===== src/sv/ais_pkg.sv =====
// ----------------------------------------------------------------------------
// ais_pkg
// Shared types and constants for the array insert/shift store: command and
// result words, operation and status codes, sequencer states.
// ----------------------------------------------------------------------------
package ais_pkg;

  localparam int unsigned FUNC_W   = 2;
  localparam int unsigned POS_W    = 5;
  localparam int unsigned VALUE_W  = 32;
  localparam int unsigned COUNT_W  = 5;
  localparam int unsigned STATUS_W = 2;

  // Default number of stored elements.
  localparam int unsigned CAPACITY_DEF = 16;

  typedef enum logic [FUNC_W-1:0] {
    FUNC_APPEND = 2'd0,
    FUNC_INSERT = 2'd1,
    FUNC_READ   = 2'd2,
    FUNC_NOP    = 2'd3
  } func_e;

  typedef enum logic [STATUS_W-1:0] {
    STATUS_OK    = 2'd0,
    STATUS_FULL  = 2'd1,
    STATUS_RANGE = 2'd2
  } status_e;

  typedef struct packed {
    func_e                     func;
    logic [POS_W-1:0]          position;
    logic signed [VALUE_W-1:0] value;
  } ais_cmd_t;

  typedef struct packed {
    logic signed [VALUE_W-1:0] read_value;
    logic [COUNT_W-1:0]        count;
    status_e                   status;
  } ais_result_t;

  typedef enum logic [2:0] {
    ST_IDLE,
    ST_EXEC,
    ST_SHIFT_RD,
    ST_SHIFT_WR,
    ST_PUT,
    ST_READ_OUT
  } ais_state_e;

endpackage


===== src/sv/array_insert_shift_store_core.sv =====
// ----------------------------------------------------------------------------
// array_insert_shift_store_core
// Ordered store of signed 32-bit words with append, insert-with-shift and read.
// ----------------------------------------------------------------------------
// Rejects and the unused selector finish in the execute state; append and
// read pass through the put or read-out state; an insert below the end
// primes the read pipe and shifts before the put. The single memory port
// pair sets the shift pace of one element per cycle. The next word is taken
// in the cycle done_o is high, not while busy. The receiver cannot stall results.
// Reset clears the element count and the sequencer; the element memory is
// not cleared, since only entries below the count are ever read.
module array_insert_shift_store_core #(
  parameter int unsigned CAPACITY = ais_pkg::CAPACITY_DEF
) (
  input  logic                clk_i,
  input  logic                rst_ni,
  input  logic                start,
  output logic                busy,
  input  ais_pkg::ais_cmd_t    cmd_i,
  output logic                done_o,
  output ais_pkg::ais_result_t result_o
);
  import ais_pkg::*;

  // Address width for the memory and count width able to hold CAPACITY.
  localparam int unsigned AddrW = (CAPACITY > 1) ? $clog2(CAPACITY) : 1;
  localparam int unsigned CntW  = $clog2(CAPACITY + 1);
  // Width at which positions and counts are compared without loss.
  localparam int unsigned CmpW  = (CntW > POS_W) ? CntW : POS_W;

  // Element memory: one write port and one registered read port.
  logic [VALUE_W-1:0] mem [CAPACITY];
  logic               mem_we;
  logic [AddrW-1:0]   mem_waddr;
  logic [VALUE_W-1:0] mem_wdata;
  logic [AddrW-1:0]   mem_raddr;
  logic [VALUE_W-1:0] rdata_q;

  always_ff @(posedge clk_i) begin
    if (mem_we) begin
      mem[mem_waddr] <= mem_wdata;
    end
    rdata_q <= mem[mem_raddr];
  end

  // Sequencer state, element count and the latched command.
  ais_state_e         state_q, state_d;
  logic [CntW-1:0]    count_q, count_d;
  logic [AddrW-1:0]   idx_q, idx_d;
  logic               done_q, done_d;
  ais_result_t        result_q, result_d;
  func_e              func_q;
  logic [CmpW-1:0]    pos_q;
  logic [VALUE_W-1:0] val_q;

  always_ff @(posedge clk_i or negedge rst_ni) begin
    if (!rst_ni) begin
      state_q <= ST_IDLE;
      count_q <= '0;
      done_q  <= 1'b0;
    end else begin
      state_q <= state_d;
      count_q <= count_d;
      done_q  <= done_d;
    end
  end

  // Payload registers carry no reset.
  always_ff @(posedge clk_i) begin
    idx_q    <= idx_d;
    result_q <= result_d;
    if (start && !busy) begin
      func_q <= cmd_i.func;
      pos_q  <= CmpW'(cmd_i.position);
      val_q  <= cmd_i.value;
    end
  end

  logic            full;
  logic [CmpW-1:0] cnt_w;
  assign full  = (count_q == CntW'(CAPACITY));
  assign cnt_w = CmpW'(count_q);

  // Next state and datapath control. A finished word is registered into
  // result_q/done_q and the sequencer returns to idle in the same edge.
  always_comb begin
    state_d   = state_q;
    count_d   = count_q;
    idx_d     = idx_q;
    done_d    = 1'b0;
    result_d  = result_q;
    mem_we    = 1'b0;
    mem_waddr = idx_q;
    mem_wdata = val_q;
    mem_raddr = idx_q;

    unique case (state_q)
      ST_IDLE: begin
        if (start) begin
          state_d = ST_EXEC;
        end
      end

      ST_EXEC: begin
        // Default finish for rejects and the unused selector.
        result_d.read_value = '0;
        result_d.count      = COUNT_W'(count_q);
        result_d.status     = STATUS_OK;
        unique case (func_q)
          FUNC_APPEND: begin
            if (full) begin
              result_d.status = STATUS_FULL;
              done_d          = 1'b1;
              state_d         = ST_IDLE;
            end else begin
              idx_d   = AddrW'(count_q);
              state_d = ST_PUT;
            end
          end
          FUNC_INSERT: begin
            priority if (full) begin
              result_d.status = STATUS_FULL;
              done_d          = 1'b1;
              state_d         = ST_IDLE;
            end else if (pos_q > cnt_w) begin
              result_d.status = STATUS_RANGE;
              done_d          = 1'b1;
              state_d         = ST_IDLE;
            end else if (pos_q == cnt_w) begin
              // Insert at the end: nothing to move.
              idx_d   = AddrW'(pos_q);
              state_d = ST_PUT;
            end else begin
              // Start the shift at the last element and walk down.
              idx_d   = AddrW'(count_q - CntW'(1));
              state_d = ST_SHIFT_RD;
            end
          end
          FUNC_READ: begin
            if (pos_q >= cnt_w) begin
              result_d.read_value = '1;
              result_d.status     = STATUS_RANGE;
              done_d              = 1'b1;
              state_d             = ST_IDLE;
            end else begin
              mem_raddr = AddrW'(pos_q);
              state_d   = ST_READ_OUT;
            end
          end
          FUNC_NOP: begin
            done_d  = 1'b1;
            state_d = ST_IDLE;
          end
          default: begin
            done_d  = 1'b1;
            state_d = ST_IDLE;
          end
        endcase
      end

      ST_SHIFT_RD: begin
        // Prime the read pipe with the top element.
        mem_raddr = idx_q;
        state_d   = ST_SHIFT_WR;
      end

      ST_SHIFT_WR: begin
        // Move element idx up by one while fetching the one below it.
        mem_we    = 1'b1;
        mem_waddr = idx_q + AddrW'(1);
        mem_wdata = rdata_q;
        mem_raddr = idx_q - AddrW'(1);
        if (idx_q == AddrW'(pos_q)) begin
          state_d = ST_PUT;
        end else begin
          idx_d = idx_q - AddrW'(1);
        end
      end

      ST_PUT: begin
        mem_we              = 1'b1;
        mem_waddr           = idx_q;
        mem_wdata           = val_q;
        count_d             = count_q + CntW'(1);
        result_d.read_value = '0;
        result_d.count      = COUNT_W'(count_q + CntW'(1));
        result_d.status     = STATUS_OK;
        done_d              = 1'b1;
        state_d             = ST_IDLE;
      end

      ST_READ_OUT: begin
        result_d.read_value = rdata_q;
        result_d.count      = COUNT_W'(count_q);
        result_d.status     = STATUS_OK;
        done_d              = 1'b1;
        state_d             = ST_IDLE;
      end

      default: begin
        state_d = ST_IDLE;
      end
    endcase
  end

  assign busy     = (state_q != ST_IDLE);
  assign done_o   = done_q;
  assign result_o = result_q;

endmodule


===== config.mk =====
export PLATFORM = sky130hd
export DESIGN_NAME = array_insert_shift_store_core
export DESIGN_NICKNAME = d
export VERILOG_FILES = /design/src/sv/ais_pkg.sv /design/src/sv/array_insert_shift_store_core.sv
export SDC_FILE = /design/constraint.sdc
export NUM_CORES = 1
export LEC_CHECK = 0
export BUFFER_PORTS_ARGS = -buffer_cell sky130_fd_sc_hd__buf_2
export CORE_UTILIZATION = 27
export CTS_BUF_LIST = sky130_fd_sc_hd__clkbuf_8
export DETAILED_ROUTE_END_ITERATION = 16
export HOLD_SLACK_MARGIN = 0.15
export PLACE_DENSITY = 0.41
export SLEW_MARGIN = 20
export SYNTH_ARGS = -nofsm -noshare
export SYNTH_HDL_FRONTEND = slang
export SYNTH_SLANG_ARGS = --single-unit

===== constraint.sdc =====
create_clock -name clk_i -period 5.3 [get_ports clk_i]
set_input_delay 0.53 -clock clk_i [delete_from_list [all_inputs] [get_ports clk_i]]
set_output_delay 0.53 -clock clk_i [all_outputs]
set_load 0.01 [all_outputs]

# Word-level counts from Yosys, hierarchy flattened
# Memories as Yosys holds them, arrays and structs flattened. A register that Yosys moved wholly into a read port is not among the register bits.
# Cells that the tools add are included.
totals:
  reg_bits: 91
  ramBits: 512
  input_bits: 42
  output_inout_bits: 41
  word_cells: 84
  memories: 1
classes:
  addsub: 4
  n_lt_le_gt_ge: 2
  n_eq_ne: 18
  mux: 38
  reduce_logical: 11
memory_table:
  columns: ["memory", "depth", "word_bits", "read_ports", "rd_ports_with_merged_regs", "wr", "line_no", "source"]
  rows:
  - ["mem", 16, 32, 1, 1, 1, "array_insert_shift_store_core.sv:32", "logic [VALUE_W-1:0] mem [CAPACITY];"]
ops:
  columns: ["operator", "count"]
  rows:
  - ["case mux 39 bit (3 select lines)", 1]
  - ["two-way mux 32 bit", 3]
  - ["two-way mux 4 bit", 8]
  - ["case mux 3 bit (4 select lines)", 2]
  - ["case mux 4 bit (2 select lines)", 3]
  - ["two-way mux 3 bit", 7]
  - ["!= test 3 bit (second input constant)", 3]
  - ["two-way mux 1 bit", 8]
  - ["subtractor 4 x 1 -> 4 bit (second input constant)", 2]
  - ["equality test 3 x 2 -> 1 bit (second input constant)", 2]
  - ["equality test 3 bit (second input constant)", 2]
  - ["two-way mux 2 bit", 3]
  - ["!= test 2 bit (second input constant)", 3]
  - ["case mux 2 bit (3 select lines)", 1]
  - ["AND reduction 6 bit", 1]
  - ["nonzero test 3 bit", 2]
  - ["adder 5 x 1 -> 5 bit (second input constant)", 1]
  - ["equality test 5 bit", 1]
  - ["equality test 5 bit (second input constant)", 1]
  - [">= comparator 5 bit", 1]
  - ["> comparator 5 bit", 1]
  - ["adder 4 x 1 -> 4 bit (second input constant)", 1]
  - ["equality test 2 bit (second input constant)", 2]
  - ["equality test 4 bit", 1]
  - ["12 further kinds", 13]

# Depth between registers and ports, before layout
depth:
  ltp_word: 6
  mapped_depth: 16
  mapped_depth_nobuf: 11

# Worst setup path after synthesis
# OpenSTA, ideal clock, no wires.
synth_timing:
  kind: "reg2reg"
  from: "reg state_q[2]"
  to: "mem mem[11][0] (enable)"
  setup_time_ps: 421
  arrival_time_ps: 3431
  required_ps: 4879
  setup_slack_ps: 1447
  path_stages_with_launch: 9
  n_path_buf: 2
  period_less_slack_ps: 3853
  path_cell_list: "dfrtp_1 nor2b_4 nand2_2 inv_2 clkbuf_1 clkbuf_1 ha_1 or2_2 nor2_1"
synth_between:
  elab_chain_cells: 5
  elab_cells_between_ends: 7
  cone_classes: "2 x eq/ne; 4 x mux; 1 x reduce/logical"
synth_lines:
  columns: ["item", "line_no", "source"]
  rows:
  - ["from (decl)", "array_insert_shift_store_core.sv:47", "ais_state_e state_q, state_d;"]
  - ["from (signal assigned)", "array_insert_shift_store_core.sv:62", "state_q <= state_d;"]
  - ["equality test 3 x 2 -> 1 bit or equality test 3 bit (tied branches)", "array_insert_shift_store_core.sv:97", "unique case (state_q)"]
  - ["OR reduction 2 bit (no source line)", null, null]
  - ["two-way mux 1 bit", "array_insert_shift_store_core.sv:97", null]
  - ["two-way mux 1 bit", "array_insert_shift_store_core.sv:40", "if (mem_we) begin"]
  - ["two-way mux 1 bit (not written as such)", "array_insert_shift_store_core.sv:41", "mem[mem_waddr] <= mem_wdata;"]
  - ["to (decl)", "array_insert_shift_store_core.sv:32", null]
# Parallel ways exist; a longest one is shown, timed or not.

# Final worst setup path
layout_timing:
  from: "reg state_q[0]"
  to: "mem mem[15][16] (enable)"
# Same word-level chain as after synthesis.

==> reports/results.md <==
- result of the run: completed
- unrepaired setup endpoints after global routing: false
- cell type contributing the most total cell area after synthesis: sky130_fd_sc_hd__edfxtp_1
- area of the die: 93,100 um^2
- die height: 305 um
- count of distinct cell types in the synthesized netlist: 59
- placed wire-length estimate: 40.9 mm
- uppermost routed layer: met4
- count of input and output buffers: 82
- Clock transition at path regs: 60 ps
- routed vias: 15,000
- relative max-transition margin: 31.2%
- class of the tightest hold or removal check: input pin to register
- final hold violation count: 0
- Synth async-reset ratio: 1.42%
- DR vias/cell: 4.65
- CTS tree: built
- number of buffers on the longest clock path: 3
- remaining antenna violation count: 0
- cts bufs inserted: 110
- routed length per instance: 21.5 um
- post-detailed-routing wire length: 69.5 mm
- count of cells resized by post-cts repair: 0
- mapped cell area: 24,800 um^2
- number of sinks handled by clock tree synthesis: 635
- post-route clock period utilization: 78.5%
- most common cell in the synthesized netlist: sky130_fd_sc_hd__edfxtp_1
- critical path's most frequent cell: sky130_fd_sc_hd__buf_4
- global-route wire length before repair: 103 mm
- Worst Setup End Kind: register
- Finish-stage setup viols: 0
- met1 wire length: 33.5 mm
- peak clock frequency supported by timing: 0.240 GHz
- top cells by count, synth: sky130_fd_sc_hd__edfxtp_1, sky130_fd_sc_hd__nand2_1, sky130_fd_sc_hd__a21oi_1
- kind of cell with the highest combined delay on the critical path: simple AND/OR/NAND/NOR gates
- number of pins exceeding their max-slew limit in the final report: 0
- Synth Net Count: 1,836
- first-pass detailed-route iteration total: 5
- final setup skew: 34.8 ps
- CP Max Fanout: 21
- average footprint of a synthesized cell: 13.9 um^2
- largest voltage drop on the vdd net: 0.256 mV
- sum of met3 wire segment lengths after detailed routing: 2.60 mm
- Post-Route Setup TNS: 0 ps
- largest stage delay on the critical path: 670 ps
- latest clock arrival within the worst-skew pair: 740 ps
- cell at the root of the clock tree: sky130_fd_sc_hd__clkbuf_8
- Final Wtd Congestion: 0.759
- actual slew at the worst max-slew pin: 1030 ps
- layout cells sized above 1: 14.6%
- number of max-cap violations: 0
- kind of launch point of the worst setup path: register
- arrival time of the worst setup path: 4540 ps
- post-route DRC violation count: 0
- Leakage: 10.5 nW
- GRT Util Overall: 15.0%
- I/O pin total: 83
- ordered cell list for the critical path: nor2b_4 -> nand2_2 -> inv_2 -> buf_4 -> nand2_1 -> nor2_1 -> a22oi_1 -> nor2_4 -> buf_4
- Layout Area Growth over Synthesis: 18.0%
- total of flip-flops plus latches after synthesis: 635
- Pwr per Cell Area: 528 nW/um^2
- std cell rows: 110
- worst path required time: 5680 ps
- number of buffers inserted by post-CTS setup repair: 0
- Gate Count Post-Synth: 1,783
- Critical path buffers and inverters: 3
- Crit-path slowest cell: sky130_fd_sc_hd__nor2_4
- largest net degree at the start of global routing: 66
- number of global-route vias before repair: 15,400
- Detail Route met2 WL: 32.2 mm
- minimum setup slack among reg-to-reg paths: 1140 ps
- die width: 305 um
- Warnings, synthesis: 0
- total overflow reported by the global router: 0
- most used flip-flop cell after synthesis: sky130_fd_sc_hd__edfxtp_1
- share of the core filled with cells in the final layout: 32.3%
- Area contributors post-synth: sky130_fd_sc_hd__edfxtp_1, sky130_fd_sc_hd__nand2_1, sky130_fd_sc_hd__a21oi_1
- placeable core region: 90,600 um^2
- number of antenna violations at the first check in global routing: 1
- starting DRC count in detailed routing: 971
- number of enable flip-flop cells after synthesis: 594
- initial cell density of the core: 27.4%
- worst setup path class: register to register
- fin nets: 2,010
- Yosys top cell area share: 71.9%
- H-tree depth reported by CTS: 3
- shortest period the worst path allows: 4160 ps
- Seq/Total Area, Yosys: 75.4%
flip-flops by register name (all words and copies together) (netlist names):
register  count
done_o        1
val_q        32
idx_q         4
pos_q         5
mem         512
result_o     39
cnt_w         5
rdata_q      32
state_q       3
func_q        2
per-layer routing:
metal,GRT usage [%],vias to the layer above
met1,21.1,7603
met2,23.6,278
met3,2.56,107
met4,4.10,0
met5,0,-
li1,-,7015
through the flow:
step           hold WS (ps)  std cells  worst slack (ps)  instance area [um^2]  total power (W)
2_1_floorplan           234       1783              1450                 24800          0.00969
3_3_place_gp            418       2977              1170                 26800           0.0116
3_5_place_dp            415       2979              1040                 26900           0.0116
4_1_cts                 162       3227               996                 29300           0.0158
5_1_grt                 240       3228               805                 29300           0.0164
6_report                227       3228              1140                 29300           0.0155
path summary, 6_finish.rpt:
path	startpoint	end	depth (start not counted)
worst max register to register	state_q[0]	mem[15][16]	9
max in group asynchronous	rst_ni	done_o	4
worst max-delay path	state_q[0]	mem[15][16]	9
worst min register to register	rdata_q[19]	result_o[26]	1
worst min-delay path	start	state_q[0]	5
min in group asynchronous	rst_ni	state_q[2]	3
final cells by class:
type	count	area (um^2)
Sequential cell	635	18700
Clock inverter	93	429
Antenna cell	1	2.50
Timing Repair Buffer	171	1330
Clock buffer	113	1560
Tap cell	1176	1470
Multi-Input combinational cell	1027	5750
Fill cell	9067	61300
Inverter	12	45.0
timing repair:
action | CTS | global route
setup endpoints to repair | 0 | 0
hold endpoints to repair | 48 | 0
hold buffers | 42 | 0
where the power goes:
group / internal [W] / leakage, nW / switching, W
clock: 0.00203 / 1.20 / 0.00204
sequential: 0.00655 / 5.78 / 0.000339
combinational: 0.00136 / 3.48 / 0.00315
total: 0.00994 / 10.5 / 0.00553
cell families after synthesis:
family,count (synthesis),share of synthesized area (%)
simple gates,657,11.5
flops,635,75.4
compound gates,278,7.21
buf+inv,121,2.15
mux,66,2.66
xor+xnor,15,0.530
fa+ha+maj,11,0.555
worst reg2reg max path: cells and delay by family, from the launching register on:
| family | cells | cell delay (ps) |
|---|---|---|
| AND/OR/NAND/NOR | 5 | 1580 |
| buffers and inverters | 3 | 1480 |
| flip-flops | 1 | 450 |
| AO/OA/AOI/OAI | 1 | 270 |
layout by cell type, fill, tap and decap left out, drive strengths merged, types with 2 or more instances in the layout:
master and instances:
a221oi 31, a21oi 135, nand2b 4, xnor2 14, clkinvlp 2, a21o 32, nor2 32, inv 64
a22oi 35, nand2 426, mux2i 66, nor3b 6, o211ai 6, o21ai 16, nor3 8, clkinv 38
and2 6, ha 11, a31oi 4, o41ai 2, a211oi 5, dlygate4sd3 42, nand4 35, dfrtp 9
a221o 3, clkbuf 113, dfxtp 32, nand3 127, or2 2, buf 129, edfxtp 594, nor2b 4
or3 2, and3 2
No activity file was read; power rests on OpenSTA's default activity.
